===== src/design/i2crw_pkg.sv =====
// Shared types and codes for the I2C register-write master.
`timescale 1ns / 1ps
`default_nettype none

package i2crw_pkg;

    // request codes carried in the input word's tuser
    localparam logic [1:0] REQ_TICK  = 2'd0;
    localparam logic [1:0] REQ_START = 2'd1;
    localparam logic [1:0] REQ_CLEAR = 2'd2;

    localparam logic [7:0] ACK_TRIES_RESET = 8'd20;

    typedef struct packed {
        logic [1:0] req_type;
        logic [6:0] dev_addr;
        logic [7:0] reg_addr;
        logic [7:0] data_byte;
        logic       sda_in;
    } t_in_word;

    typedef struct packed {
        logic scl_level;
        logic sda_release;
        logic busy_res;
        logic done_res;
        logic ack_seen;
    } t_out_word;

endpackage

`default_nettype wire


===== src/design/i2crw_in_stage.sv =====
// Input register stage: holds one accepted tick word until the sequencer takes it.
`timescale 1ns / 1ps
`default_nettype none

module i2crw_in_stage (
    input  wire                 i_clk,
    input  wire                 i_rst_n,
    input  wire                 i_valid,
    output logic                o_ready,
    input  i2crw_pkg::t_in_word i_word,
    input  wire                 i_take,
    output logic                o_valid,
    output i2crw_pkg::t_in_word o_word
);
    import i2crw_pkg::*;

    logic     r_valid;
    t_in_word r_word;
    logic     w_accept;

    assign o_ready  = !r_valid || i_take;
    assign w_accept = i_valid && o_ready;
    assign o_valid  = r_valid;
    assign o_word   = r_word;

    always_ff @(posedge i_clk) begin
        if (!i_rst_n) begin
            r_valid <= 1'b0;
        end else if (w_accept) begin
            r_valid <= 1'b1;
        end else if (i_take) begin
            r_valid <= 1'b0;
        end
    end

    always_ff @(posedge i_clk) begin
        if (w_accept) begin
            r_word <= i_word;
        end
    end

endmodule

`default_nettype wire


===== src/design/i2crw_seq.sv =====
// Bus sequencer: start, byte bits, ack windows and stop, one step per tick word.
`timescale 1ns / 1ps
`default_nettype none

module i2crw_seq (
    input  wire                  i_clk,
    input  wire                  i_rst_n,
    input  wire                  i_cfg_wr_en,
    input  wire [7:0]            i_cfg_wr_data,
    input  wire                  i_advance,
    input  i2crw_pkg::t_in_word  i_word,
    output i2crw_pkg::t_out_word o_res
);
    import i2crw_pkg::*;

    typedef enum logic [3:0] {
        PH_IDLE       = 4'd0,
        PH_START      = 4'd1,
        PH_BIT        = 4'd2,
        PH_ACK_OPEN   = 4'd3,
        PH_ACK_SAMPLE = 4'd4,
        PH_ACK_END    = 4'd5,
        PH_STOP       = 4'd6
    } t_phase;

    logic [7:0] r_ack_tries;
    t_phase     r_phase,      n_phase,      w_phase;
    logic [1:0] r_tick,       n_tick,       w_tick;
    logic [3:0] r_bit_count,  n_bit_count,  w_bit_count;
    logic [1:0] r_byte_idx,   n_byte_idx,   w_byte_idx;
    logic [7:0] r_tries_left, n_tries_left;
    logic [7:0] r_shift,      n_shift,      w_shift;
    logic [7:0] r_held_reg,   n_held_reg;
    logic [7:0] r_held_val,   n_held_val;
    logic       r_ack_flag,   n_ack_flag;
    logic [3:0] w_bit_inc;
    logic [1:0] w_byte_inc;
    t_out_word  w_res;

    always_comb begin
        // working copy after the idle/start check
        w_phase     = r_phase;
        w_tick      = r_tick;
        w_bit_count = r_bit_count;
        w_byte_idx  = r_byte_idx;
        w_shift     = r_shift;
        n_held_reg  = r_held_reg;
        n_held_val  = r_held_val;
        n_tries_left = r_tries_left;
        n_ack_flag  = r_ack_flag;

        if (i_word.req_type == REQ_CLEAR) begin
            n_ack_flag = 1'b0;
        end

        if (r_phase > PH_STOP) begin
            w_phase = PH_IDLE;
        end

        if (w_phase == PH_IDLE && i_word.req_type == REQ_START) begin
            n_held_reg  = i_word.reg_addr;
            n_held_val  = i_word.data_byte;
            w_shift     = {i_word.dev_addr, 1'b0};
            w_byte_idx  = 2'd0;
            w_bit_count = 4'd0;
            w_tick      = 2'd0;
            w_phase     = PH_START;
        end

        n_phase     = w_phase;
        n_tick      = w_tick;
        n_bit_count = w_bit_count;
        n_byte_idx  = w_byte_idx;
        n_shift     = w_shift;
        w_bit_inc   = w_bit_count + 4'd1;
        w_byte_inc  = w_byte_idx + 2'd1;

        w_res.scl_level   = 1'b1;
        w_res.sda_release = 1'b1;
        w_res.busy_res    = (w_phase != PH_IDLE);
        w_res.done_res    = 1'b0;

        unique case (w_phase)
            PH_START: begin
                w_res.scl_level   = (w_tick != 2'd3);
                w_res.sda_release = (w_tick < 2'd2);
                if (w_tick == 2'd3) begin
                    n_bit_count = 4'd0;
                    n_tick      = 2'd0;
                    n_phase     = PH_BIT;
                end else begin
                    n_tick = w_tick + 2'd1;
                end
            end
            PH_BIT: begin
                w_res.sda_release = w_shift[7];
                w_res.scl_level   = (w_tick == 2'd1) || (w_tick == 2'd2);
                if (w_tick == 2'd3) begin
                    n_shift     = {w_shift[6:0], 1'b0};
                    n_bit_count = w_bit_inc;
                    n_tick      = 2'd0;
                    if (w_bit_inc >= 4'd8) begin
                        n_phase = PH_ACK_OPEN;
                    end
                end else begin
                    n_tick = w_tick + 2'd1;
                end
            end
            PH_ACK_OPEN: begin
                w_res.scl_level = (w_tick != 2'd0);
                if (w_tick == 2'd0) begin
                    n_tick = 2'd1;
                end else begin
                    n_tick       = 2'd0;
                    n_tries_left = r_ack_tries;
                    n_phase      = PH_ACK_SAMPLE;
                end
            end
            PH_ACK_SAMPLE: begin
                // a zero try count still takes one sample
                if (!i_word.sda_in) begin
                    n_ack_flag   = 1'b1;
                    n_tries_left = 8'd0;
                    n_phase      = PH_ACK_END;
                end else if (r_tries_left <= 8'd1) begin
                    n_tries_left = 8'd0;
                    n_phase      = PH_ACK_END;
                end else begin
                    n_tries_left = r_tries_left - 8'd1;
                end
            end
            PH_ACK_END: begin
                w_res.scl_level = 1'b0;
                n_byte_idx      = w_byte_inc;
                n_tick          = 2'd0;
                if (w_byte_inc == 2'd1) begin
                    n_shift     = r_held_reg;
                    n_bit_count = 4'd0;
                    n_phase     = PH_BIT;
                end else if (w_byte_inc == 2'd2) begin
                    n_shift     = r_held_val;
                    n_bit_count = 4'd0;
                    n_phase     = PH_BIT;
                end else begin
                    n_phase = PH_STOP;
                end
            end
            PH_STOP: begin
                w_res.scl_level   = (w_tick != 2'd0);
                w_res.sda_release = (w_tick >= 2'd2);
                if (w_tick >= 2'd2) begin
                    w_res.done_res = 1'b1;
                    n_tick         = 2'd0;
                    n_phase        = PH_IDLE;
                end else begin
                    n_tick = w_tick + 2'd1;
                end
            end
            default: begin
                // idle: both lines released
            end
        endcase

        w_res.ack_seen = n_ack_flag;
    end

    assign o_res = w_res;

    always_ff @(posedge i_clk) begin
        if (!i_rst_n) begin
            r_ack_tries <= ACK_TRIES_RESET;
        end else if (i_cfg_wr_en) begin
            r_ack_tries <= i_cfg_wr_data;
        end
    end

    always_ff @(posedge i_clk) begin
        if (!i_rst_n) begin
            r_phase      <= PH_IDLE;
            r_tick       <= 2'd0;
            r_bit_count  <= 4'd0;
            r_byte_idx   <= 2'd0;
            r_tries_left <= 8'd0;
            r_shift      <= 8'd0;
            r_held_reg   <= 8'd0;
            r_held_val   <= 8'd0;
            r_ack_flag   <= 1'b0;
        end else if (i_advance) begin
            r_phase      <= n_phase;
            r_tick       <= n_tick;
            r_bit_count  <= n_bit_count;
            r_byte_idx   <= n_byte_idx;
            r_tries_left <= n_tries_left;
            r_shift      <= n_shift;
            r_held_reg   <= n_held_reg;
            r_held_val   <= n_held_val;
            r_ack_flag   <= n_ack_flag;
        end
    end

`ifndef NO_ASSERTIONS
    a_done_busy: assert property (@(posedge i_clk) disable iff (!i_rst_n)
        (i_advance && w_res.done_res) |-> w_res.busy_res)
        else $error("done without busy");

    a_done_idle: assert property (@(posedge i_clk) disable iff (!i_rst_n)
        (i_advance && w_res.done_res) |=> (r_phase == PH_IDLE))
        else $error("sequencer not idle after stop");

    a_bit_range: assert property (@(posedge i_clk) disable iff (!i_rst_n)
        r_bit_count <= 4'd8)
        else $error("bit count past one byte");

    a_sample_tick: assert property (@(posedge i_clk) disable iff (!i_rst_n)
        (r_phase == PH_ACK_SAMPLE) |-> (r_tick == 2'd0))
        else $error("tick counter running in ack sample");
`endif

endmodule

`default_nettype wire


===== src/design/i2crw_out_stage.sv =====
// Output register stage: holds one result word until the downstream side takes it.
`timescale 1ns / 1ps
`default_nettype none

module i2crw_out_stage (
    input  wire                  i_clk,
    input  wire                  i_rst_n,
    input  wire                  i_load,
    input  i2crw_pkg::t_out_word i_word,
    input  wire                  i_ready,
    output logic                 o_valid,
    output i2crw_pkg::t_out_word o_word
);
    import i2crw_pkg::*;

    logic      r_valid;
    t_out_word r_word;

    assign o_valid = r_valid;
    assign o_word  = r_word;

    always_ff @(posedge i_clk) begin
        if (!i_rst_n) begin
            r_valid <= 1'b0;
        end else if (i_load) begin
            r_valid <= 1'b1;
        end else if (i_ready) begin
            r_valid <= 1'b0;
        end
    end

    always_ff @(posedge i_clk) begin
        if (i_load) begin
            r_word <= i_word;
        end
    end

endmodule

`default_nettype wire


===== src/design/i2c_master_register_write.sv =====
// Top level of the I2C master that sends a three-byte register write.
// Path: an accepted tick word passes the input register, one sequencer step and the
//   output register before its result word is valid on the output.
// Throughput: one tick word per cycle; a stalled output word holds the sequencer and
//   drops s_axis_tready in the same cycle while the input register holds a word, so no word is lost or repeated.
// Reset: synchronous, active low; sequencer idle, lines released, ack flag clear,
//   ack_tries back to 20, both stages empty.
`timescale 1ns / 1ps
`default_nettype none

module i2c_master_register_write (
    input  wire         i_clk,
    input  wire         i_rst_n,
    // tick words in
    input  wire         s_axis_tvalid,
    output logic        s_axis_tready,
    input  wire  [23:0] s_axis_tdata,  // dev_addr[6:0], reg_addr[14:7], data_byte[22:15], sda_in[23]
    input  wire  [1:0]  s_axis_tuser,  // req_type[1:0]
    // result words out
    output logic        m_axis_tvalid,
    input  wire         m_axis_tready,
    output logic [7:0]  m_axis_tdata,  // scl_level[0], sda_release[1], busy_res[2], ack_seen[3], zero[7:4]
    output logic        m_axis_tlast,  // done_res: last tick of the stop condition
    // ack_tries register
    input  wire         i_cfg_wr_en,
    input  wire  [7:0]  i_cfg_wr_data
);
    import i2crw_pkg::*;

    t_in_word  w_in_word;
    t_in_word  w_held_word;
    t_out_word w_res;
    t_out_word w_out_word;
    logic      w_in_valid;
    logic      w_advance;

    // unpack the stream word into fields
    assign w_in_word.req_type  = s_axis_tuser;
    assign w_in_word.dev_addr  = s_axis_tdata[6:0];
    assign w_in_word.reg_addr  = s_axis_tdata[14:7];
    assign w_in_word.data_byte = s_axis_tdata[22:15];
    assign w_in_word.sda_in    = s_axis_tdata[23];

    // a held word steps the sequencer when the output register is free or draining
    assign w_advance = w_in_valid && (!m_axis_tvalid || m_axis_tready);

    i2crw_in_stage u_in_stage (
        .i_clk   (i_clk),
        .i_rst_n (i_rst_n),
        .i_valid (s_axis_tvalid),
        .o_ready (s_axis_tready),
        .i_word  (w_in_word),
        .i_take  (w_advance),
        .o_valid (w_in_valid),
        .o_word  (w_held_word)
    );

    i2crw_seq u_seq (
        .i_clk         (i_clk),
        .i_rst_n       (i_rst_n),
        .i_cfg_wr_en   (i_cfg_wr_en),
        .i_cfg_wr_data (i_cfg_wr_data),
        .i_advance     (w_advance),
        .i_word        (w_held_word),
        .o_res         (w_res)
    );

    i2crw_out_stage u_out_stage (
        .i_clk   (i_clk),
        .i_rst_n (i_rst_n),
        .i_load  (w_advance),
        .i_word  (w_res),
        .i_ready (m_axis_tready),
        .o_valid (m_axis_tvalid),
        .o_word  (w_out_word)
    );

    assign m_axis_tdata = {4'b0000, w_out_word.ack_seen, w_out_word.busy_res,
                           w_out_word.sda_release, w_out_word.scl_level};
    assign m_axis_tlast = w_out_word.done_res;

endmodule

`default_nettype wire

===== config.mk =====
export PLATFORM = sky130hd
export DESIGN_NAME = i2c_master_register_write
export DESIGN_NICKNAME = d
export VERILOG_FILES = /design/src/design/i2crw_pkg.sv /design/src/design/i2crw_in_stage.sv /design/src/design/i2crw_seq.sv /design/src/design/i2crw_out_stage.sv /design/src/design/i2c_master_register_write.sv
export SDC_FILE = /design/constraint.sdc
export NUM_CORES = 1
export LEC_CHECK = 0
export BUFFER_PORTS_ARGS = -buffer_cell sky130_fd_sc_hd__buf_2
export CAP_MARGIN = 15
export CORE_ASPECT_RATIO = 1.75
export CORE_UTILIZATION = 55
export DETAILED_ROUTE_END_ITERATION = 7
export PLACE_DENSITY = 0.76
export SYNTH_ARGS = -nofsm -noshare
export SYNTH_HDL_FRONTEND = slang
export SYNTH_SLANG_ARGS = --single-unit
export TNS_END_PERCENT = 50

===== constraint.sdc =====
create_clock -name i_clk -period 3.5 [get_ports i_clk]
set_input_delay 0.175 -clock i_clk [delete_from_list [all_inputs] [get_ports i_clk]]
set_output_delay 0.175 -clock i_clk [all_outputs]
set_load 0.01 [all_outputs]

==> flow_summary.json, run 1 <==
{
  "dpl.hpwl_um": 6611,
  "crit_chain": "nor3_2 > o21ai_2 > nand2_1 > ha_1 > and4bb_2 > a21oi_1 > nor3_2 > buf_4 > o21ai_0 > a22oi_1 > nor2_1",
  "antenna_left": 0,
  "drive_gt1_share_pct": 17.99,
  "drcViolationCount": 0,
  "comb_power_share_pct": 8.1,
  "hold_viol_final": 0,
  "rsz0062_at_grt": "false",
  "p_leak_uw": 0.001858,
  "cts-root-buf": "clkbuf_16",
  "cpMostUsedCell": "nor3_2",
  "yosys.area.top_type_share_pct": 26.05,
  "synthArstFlopShare_pct": 0,
  "grt_first_pass_wirelength_um": 15040,
  "die_h_um": 118.0,
  "grt_max_degree": 27,
  "ios": 50,
  "path_clk_slew_ns": 0.06,
  "regToRegSetupSlack_ns": 0.50,
  "utilization_pct": 64.49,
  "critPathMaxStageDelay_ns": 0.74,
  "synth.area.top_cells": "dfxtp_1 26%, edfxtp_1 22%, nand2_1 8.7%",
  "dp_slack_ns": 0.5875,
  "synth_ff_type": "dfxtp_1",
  "synth-seq-cells": 86,
  "wl_um": 9324,
  "synth-seq-area-share_pct": 48.08,
  "num_rows": 42,
  "timing.fmax_mhz": 333.0,
  "syn_to_final_growth_pct": 14.65,
  "viasPerCell": 5.952,
  "synth_cell_types": 62,
  "net-switching-power_uw": 520.8,
  "drtIter0Drc": 421,
  "syn_inst": 473,
  "cp.required_ns": 3.72,
  "post-route-min-period_ns": 3.003,
  "clk_latency_ns": 0.34,
  "core_area_mm2": 0.007515,
  "crit_arrival_ns": 3.23,
  "post-synth-top-count-cell": "nand2_1",
  "htree_levels": 3,
  "layout.nets": 561,
  "slew_headroom_pct": 22.35,
  "diodes": 0,
  "cp-end-kind": "flop",
  "grt_pass1_vias": 3366,
  "gp_congestion": 0.9019,
  "clockBufferDepth": 2,
  "p_seq_share_pct": 46.6,
  "mappedNetlistArea_mm2": 0.004227,
  "finalSetupViolCount": 0,
  "synth_edf_count": 31,
  "die_w_um": 68.27,
  "start_util_pct": 56.24,
  "syn-mean-instance-area_um2": 8.936,
  "gr-total-overflow": 0,
  "post_drt_wl_per_cell_um": 15.41,
  "yosys-top-cells-count": "98 x nand2_1, 55 x dfxtp_1, 46 x a21oi_1",
  "die_area_mm2": 0.008053,
  "fin_skew_ns": 0.006943,
  "cts_tree": "yes",
  "finalCritPeriodShare_pct": 85.80,
  "numCtsBuffers": 9,
  "vias": 3601,
  "cts_resized": 0,
  "powerDensity_mw_per_mm2": 489.6,
  "power.share.clock_pct": 45.3,
  "yosysTopAreaCell": "dfxtp_1",
  "cp_slowest_cell": "dfxtp_1",
  "fin_setup_tns_ns": 0,
  "largest_reg_flops": 26,
  "grt_util_all_layers_pct": 25.15,
  "setup.worst_path.start_class": "flop",
  "setup_ws_ns": 0.4971,
  "drv_cap": 0,
  "hold_class": "input port to flop",
  "peakVddDrop_uv": 392.1,
  "swShare_pct": 21.95,
  "outcome": "finished, final reports clean",
  "worstPathMaxFanout": 17,
  "firstDrtPassIters": 5,
  "internal-power_uw": 1852,
  "worstSetupPathType": "flop to flop",
  "numPortBuffers": 45,
  "drv_slew": 0,
  "tightest_slew_ns": 1.165,
  "yosysWarningCount": 0,
  "antenna_found_initial": 0,
  "cts_setup_buffers": 0,
  "clkSinkCount": 86
}
cells in the final DEF (no fill, tap or decap), types with 3 or more instances in the layout:
cell type	synthesis	final
nand2_1	98	98
dfxtp_1	55	55
a21oi_1	46	46
buf_2	12	45
o21ai_0	42	42
nor2_1	32	32
edfxtp_1	31	31
inv_1	12	12
nand3_1	12	12
buf_4	5	11
mux2i_1	10	10
ha_1	10	10
a221oi_1	9	9
clkbuf_16	0	9
nand2b_1	7	7
nor3_1	5	5
nor2b_1	4	4
and2_1	4	4
a31oi_1	4	4
conb_1	1	4
dlygate4sd3_1	0	4
nor3_2	3	3
or3_1	3	3
a21oi_2	3	3
bufinv_16	0	3
per-stage QoR:
step | instance area (um2) | hold WS, ns | power [uW] | cells
after floorplan | 4238 | 0.2739 | 1251 | 476
final | 4846 | 0.007346 | 2372 | 605
after detailed placement | 4468 | 0.3531 | 1312 | 585
after global routing | 4846 | 0.001340 | 2448 | 605
after CTS | 4836 | 0.001596 | 2389 | 604
after global placement | 4468 | 0.3515 | 1305 | 585
worst max-delay path, delay by kind of cell, from the launching register on:
family          cells  cell delay (ns)
simple gates        5             0.91
flops               1             0.74
compound gates      4             0.68
fa+ha+maj           1             0.34
buf+inv             1             0.21
final timing paths:
kind,depth (start not counted),from,end
setup reg to reg,11,u_seq.r_phase[0]$_SDFFE_PN0P_,u_seq.r_tries_left[7]$_SDFFE_PN0P_
hold reg to reg,1,u_seq.r_bit_count[2]$_SDFFE_PN0P_,u_seq.r_bit_count[2]$_SDFFE_PN0P_
hold / removal,1,s_axis_tdata[13],u_in_stage.o_word[15]$_DFFE_PP_
setup / recovery,11,u_seq.r_phase[0]$_SDFFE_PN0P_,u_seq.r_tries_left[7]$_SDFFE_PN0P_
layout make-up:
cell class,instances,area (um2)
Clock inverter,6,108.9
Timing Repair Buffer,60,347.8
Tap cell,88,110.1
Clock buffer,10,229.0
Inverter,14,52.55
Sequential cell,86,2032
Fill cell,616,2669
Multi-Input combinational cell,341,1966
per-layer routing:
metal	global-route usage, %	routed length, um	up-vias
met3	3.682	344	37
met2	43.14	5009	125
met1	26.87	3482	1708
met5	0	0	-
li1	-	-	1731
met4	16.67	488	0
logic make-up (layout without fill, tap and decap cells):
kind of cell	count (synthesis)	count (layout)	share of synthesized area (%)
compound gates	133	133	20.13
xor+xnor	1	1	0.2073
fa+ha+maj	10	10	2.960
buf+inv	49	90	5.684
flops	86	86	48.08
mux	10	10	2.368
other cells	1	4	0.08872
simple gates	183	183	20.49
power groups by stage:
stage	sequential (uW)	combinational, uW	clock (uW)
2_1_floorplan	1120	134	0
3_3_place_gp	1120	180	0
3_5_place_dp	1130	186	0
4_1_cts	1100	189	1090
5_1_grt	1110	209	1130
6_report	1110	191	1080
repair_timing:
item | CTS | global route
endpoints found under the hold margin | 3 | 1
endpoints found under the setup margin | 0 | 0
hold buffers | 3 | 1
(Power assumes the default switching activity.)
==> inputs of run 2 (changes only) <==
- ABC_AREA: default -> 1
- MAX_ROUTING_LAYER: default -> met4
==> run 2 against run 1 <==
Effect of this change:
- worst hold slack lost 0.0011 ns
- wire length grew 2.0%
- sequential share of layout area shrank 0.83 points
- die area grew 1.8%
- register-to-register slack gained 0.24 ns
- setup slack gained 0.24 ns
==> flow_summary.json, run 2 <==
{
  "outcome": "finished, final reports clean",
  "regToRegSetupSlack_ns": 0.73,
  "layout.nets": 627,
  "syn-mean-instance-area_um2": 8.103,
  "post_drt_wl_per_cell_um": 14.17,
  "r2r_end": "u_seq.r_bit_count[2]$_SDFFE_PN0P_",
  "worstPathMaxFanout": 24,
  "worstSetupPathType": "flop to flop",
  "slew_headroom_pct": 30.19,
  "antenna_left": 0,
  "peakVddDrop_uv": 408.0,
  "cts_setup_buffers": 0,
  "drv_cap": 0,
  "syn_to_final_growth_pct": 14.89,
  "cp_num_buf_inv": 1,
  "cp.depth": 12,
  "path_clk_slew_ns": 0.06,
  "layout_commonest_cell": "nand2_1",
  "powerDensity_mw_per_mm2": 481.4,
  "multi_input_area_mm2": 0.001878,
  "placed_cells_incl_taps": 643,
  "syn_inst": 531,
  "yosys.area.top_type_share_pct": 25.59,
  "mappedNetlistArea_mm2": 0.004303,
  "core_area_mm2": 0.007567,
  "grt_pass1_vias": 3575,
  "grt_util_all_layers_pct": 26.50,
  "drv_slew": 0,
  "timing.fmax_mhz": 361.3,
  "cp.required_ns": 3.74,
  "cp_slowest_cell": "dfxtp_1",
  "die_area_mm2": 0.008195,
  "hold_start": "s_axis_tdata[4]",
  "drtIter0Drc": 365,
  "numPortBuffers": 45,
  "clk_latency_ns": 0.34,
  "die_h_um": 119.0,
  "clockBufferDepth": 2,
  "fin_cells": 671,
  "drive_gt1_share_pct": 16.98,
  "crit_arrival_ns": 3.01,
  "hold_class": "input port to flop",
  "num_rows": 42,
  "synth_cell_types": 38,
  "dpl.hpwl_um": 6640,
  "synth-seq-cells": 86,
  "cpMostUsedCell": "nand3_1",
  "wl_um": 9506,
  "fin_setup_tns_ns": 0,
  "antenna_found_initial": 0,
  "largest_reg_flops": 26,
  "cts-root-buf": "clkbuf_16",
  "yosysWarningCount": 0,
  "finalSetupViolCount": 0,
  "setup.worst_path.start_class": "flop",
  "diodes": 0,
  "rsz0062_at_grt": "false",
  "reg2reg_from": "u_seq.r_phase[2]$_SDFFE_PN0P_",
  "start_util_pct": 56.86,
  "power.total_uw": 2380,
  "viasPerCell": 5.557,
  "grt_max_degree": 38,
  "synth.area.top_cells": "dfxtp_1 26%, edfxtp_1 22%, nand2_1 7.3%",
  "ios": 50,
  "placed_area_mm2": 0.004498,
  "htree_levels": 3,
  "post-synth-top-count-cell": "nand2_1",
  "final_cell_mix": "84 x nand2_1, 59 x a21oi_1, 55 x dfxtp_1",
  "post-route-min-period_ns": 2.768,
  "numCtsBuffers": 9,
  "die_w_um": 68.86,
  "fin_skew_ns": 0.008713,
  "yosysTopAreaCell": "dfxtp_1",
  "finalCritPeriodShare_pct": 79.08,
  "cts_tree": "yes",
  "synthArstFlopShare_pct": 0,
  "synth_edf_count": 31,
  "hold_depth": 1,
  "critPathMaxStageDelay_ns": 0.57,
  "crit_chain": "nand3_2 > o211ai_4 > nand2_8 > nand2_2 > ha_1 > inv_1 > nand3_1 > o21ai_0 > nand3_1 > nand3_1 > nor2_1 > nor2_1",
  "synth-seq-area-share_pct": 47.22,
  "fin_area_mm2": 0.004943,
  "synth_ff_type": "dfxtp_1",
  "grt_first_pass_wirelength_um": 15840,
  "p_leak_uw": 0.002107,
  "path_delay_family": "simple AND/OR/NAND/NOR gates",
  "hold_end": "u_in_stage.o_word[21]$_DFFE_PP_",
  "r2r_cells": 12,
  "firstDrtPassIters": 5,
  "regArea_mm2": 0.002032,
  "yosys-top-cells-count": "84 x nand2_1, 59 x a21oi_1, 55 x dfxtp_1",
  "tightest_slew_ns": 1.046,
  "cp-end-kind": "flop",
  "gr-total-overflow": 0,
  "drcViolationCount": 0,
  "clkSinkCount": 86,
  "ctsHoldBuffers": 11,
  "fillCellCount": 648,
  "gp_congestion": 0.9621,
  "vias": 3729,
  "hold_viol_final": 0,
  "cts_resized": 0
}
run 2: cell types whose count changed after synthesis, sizes merged, moves of 9 or more:
| cell | previous run | this run |
|---|---|---|
| a221oi | 9 | 0 |
| nor2 | 33 | 50 |
| nand3 | 12 | 48 |
| a21oi | 49 | 59 |
| mux2i | 10 | 0 |
| inv | 12 | 61 |
| o21ai | 43 | 54 |
| buf | 23 | 14 |
run 2: stage by stage:
stage	setup slack [ns]	util (%)	hold slack, ns
3_3_place_gp	0.9286	59.44	0.3509
2_1_floorplan	1.430	-	0.2739
4_1_cts	0.7786	65.20	0.0004317
5_1_grt	0.5151	65.33	0.001331
6_report	0.7324	65.33	0.006287
3_5_place_dp	0.7742	59.44	0.3531
run 2: final cells by class:
class,instances,share of cell area [%]
Clock inverter,5,1.670
Sequential cell,86,41.10
Timing Repair Buffer,59,7.289
Tap cell,88,2.227
Clock buffer,11,4.910
Inverter,62,4.809
Multi-Input combinational cell,360,37.99
run 2: worst max path at each step:
stage,endpoint,startpoint
floorplan,u_seq.r_bit_count[0]$_SDFFE_PN0P_,u_seq.r_phase[1]$_SDFFE_PN0P_
global placement,u_seq.r_bit_count[2]$_SDFFE_PN0P_,u_seq.r_phase[2]$_SDFFE_PN0P_
detailed placement,u_seq.r_bit_count[2]$_SDFFE_PN0P_,u_seq.r_phase[2]$_SDFFE_PN0P_
CTS,u_seq.r_bit_count[2]$_SDFFE_PN0P_,u_seq.r_phase[2]$_SDFFE_PN0P_
global route,u_seq.r_bit_count[2]$_SDFFE_PN0P_,u_seq.r_phase[1]$_SDFFE_PN0P_
finish,u_seq.r_bit_count[2]$_SDFFE_PN0P_,u_seq.r_phase[2]$_SDFFE_PN0P_
run 2: cell families (layout without fill, tap and decap cells):
kind of cell | after synthesis | in the layout | share of synthesized area, %
flip-flops | 86 | 86 | 47.22
XOR/XNOR | 4 | 4 | 0.8143
other | 1 | 4 | 0.08715
AO/OA/AOI/OAI | 126 | 126 | 15.99
adder cells (fa/ha/maj) | 10 | 10 | 2.908
buffers and inverters | 88 | 137 | 9.392
AND/OR/NAND/NOR | 216 | 216 | 23.58
run 2: where the power goes:
group,internal (uW),switching (uW)
Combinational,86.2,151
Clock,646,386
Sequential,1090,24.9
run 2: layer usage:
metal / GRT usage [%] / routed length (um)
met4: 16.84 / 439
met1: 29.68 / 3755
met2: 41.20 / 4856
met3: 5.651 / 455
met5: - / 0
==> inputs of run 3 (changes only) <==
- ABC_AREA: 1 -> 0
- clock period: 3.5 -> 2.8 ns (I/O delays scaled with it)
==> run 3 against run 2 <==
Effect of this change:
- sequential power rose by 24%
- critical path depth fell by 2
- worst hold slack improved by 0.023 ns
- die area fell by 1.7%
- maximum frequency rose by 13%
- setup slack got worse by 0.38 ns
- global-route usage rose by 2.0 points
- final cell count fell by 4.9%
- register-to-register slack got worse by 0.38 ns
- count of clock-buffer cells in the layout rose by 1
- largest power group unchanged
==> flow_summary.json, run 3 (synthesis gave the netlist of run 1 again) <==
{
  "htree_levels": 3,
  "antenna_left": 0,
  "p_leak_uw": 0.001992,
  "cts_setup_buffers": 0,
  "drcViolationCount": 0,
  "gp_congestion": 1.009,
  "finalCritPeriodShare_pct": 87.49,
  "viasPerCell": 5.705,
  "clockBufferDepth": 2,
  "fin_skew_ns": 0.006077,
  "die_h_um": 118.0,
  "cp.required_ns": 3.02,
  "placed_cells_incl_taps": 596,
  "worstPathMaxFanout": 8,
  "post-route-min-period_ns": 2.450,
  "grt_pass1_vias": 3649,
  "layout_commonest_cell": "nand2_1",
  "powerDensity_mw_per_mm2": 564.3,
  "p_seq_share_pct": 47.6,
  "grt_util_all_layers_pct": 28.49,
  "hold_class": "input port to flop",
  "grt_first_pass_wirelength_um": 16400,
  "finalSetupViolCount": 0,
  "clkSinkCount": 86,
  "internal-power_uw": 2241,
  "path_clk_slew_ns": 0.06,
  "power.total_uw": 2898,
  "crit_chain": "a31o_2 > o21ai_2 > nand2_1 > ha_1 > and4bb_2 > a21oi_1 > nor3_4 > o21ai_0 > a22oi_1 > nor2_1",
  "vias": 3640,
  "dp_slack_ns": 0.3428,
  "drive_gt1_share_pct": 18.91,
  "ios": 50,
  "outcome": "finished, final reports clean",
  "dpl.hpwl_um": 7224,
  "num_rows": 42,
  "fin_cells": 638,
  "setup.worst_path.start_class": "flop",
  "slew_headroom_pct": 53.18,
  "die_w_um": 68.27,
  "largest_reg_flops": 26,
  "diodes": 0,
  "worstSetupPathType": "flop to flop",
  "critPathMaxStageDelay_ns": 0.38,
  "firstDrtPassIters": 5,
  "die_area_mm2": 0.008053,
  "final_cell_mix": "98 x nand2_1, 55 x dfxtp_1, 46 x a21oi_1",
  "setup_ws_ns": 0.3503,
  "timing.fmax_mhz": 408.2,
  "core_area_mm2": 0.007515,
  "clk_latency_ns": 0.34,
  "crit_arrival_ns": 2.67,
  "tightest_slew_ns": 0.6992,
  "drv_slew": 0,
  "power.share.clock_pct": 42.8,
  "drv_cap": 0,
  "wl_um": 10280,
  "fin_setup_tns_ns": 0,
  "post_drt_wl_per_cell_um": 16.12,
  "peakVddDrop_uv": 541.6,
  "rsz0062_at_grt": "false",
  "numPortBuffers": 45,
  "grt_max_degree": 28,
  "layout.nets": 594,
  "cp_slowest_cell": "dfxtp_1",
  "numCtsBuffers": 9,
  "drtIter0Drc": 263,
  "hold_viol_final": 0,
  "comb_power_share_pct": 9.6,
  "regToRegSetupSlack_ns": 0.35,
  "cts_tree": "yes",
  "cts-root-buf": "clkbuf_16",
  "net-switching-power_uw": 657.5,
  "start_util_pct": 56.24,
  "cp-end-kind": "flop",
  "syn_to_final_growth_pct": 21.52,
  "antenna_found_initial": 0,
  "swShare_pct": 22.68,
  "gr-total-overflow": 0
}
run 3: layout make-up:
| class | count | area [um2] |
|---|---|---|
| fill | 620 | 2379 |
| sequential | 86 | 2032 |
| multi-input combinational | 341 | 1972 |
| timing repair buffer | 93 | 650.6 |
| clock buffer | 12 | 267.8 |
| tap | 88 | 110.1 |
| inverter | 14 | 52.55 |
| clock inverter | 4 | 51.30 |
run 3: worst paths after layout:
check	from	to	depth (start not counted)
min	s_axis_tvalid	u_in_stage.o_valid$_SDFFE_PN0P_	3
min reg2reg	u_seq.r_held_val[5]$_SDFFE_PN0P_	u_seq.r_held_val[5]$_SDFFE_PN0P_	2
max	u_seq.r_phase[1]$_SDFFE_PN0P_	u_seq.r_tries_left[7]$_SDFFE_PN0P_	10
max reg2reg	u_seq.r_phase[1]$_SDFFE_PN0P_	u_seq.r_tries_left[7]$_SDFFE_PN0P_	10
run 3: repair_timing:
action | CTS | global route
hold buffers | 26 | 0
endpoints found under the hold margin | 26 | 0
endpoints found under the setup margin | 0 | 1
gates resized for setup | 0 | 1
run 3: worst max-delay path, delay by kind of cell (launching register included):
kind	cells	cell delay [ns]
and+or+nand+nor	4	0.80
adders and majority gates	1	0.25
DFF	1	0.38
AOI/OAI and AO/OA	5	0.91
run 3: through the flow:
step                hold slack [ns]  util, %  area (um2)
detailed placement           0.3181    60.56        4551
floorplan                    0.2389        -        4238
global placement             0.3162    60.56        4551
finish                      0.02956    68.35        5136
CTS                         0.01844    68.27        5130
global route                0.02913    68.35        5136
run 3: power by group through the flow:
| stage | registers (uW) | logic [uW] | clock network (uW) |
|---|---|---|---|
| detailed placement | 1410 | 245 | 0 |
| finish | 1380 | 277 | 1240 |
| CTS | 1380 | 275 | 1270 |
| floorplan | 1400 | 168 | 0 |
| global route | 1380 | 304 | 1320 |
| global placement | 1400 | 242 | 0 |
run 3: routing by layer:
metal  routed length (um)  GRT usage [%]
met1                 3828          28.17
met2                 5678          49.08
met4                  459          16.41
met5                    0              -
met3                  315          5.426
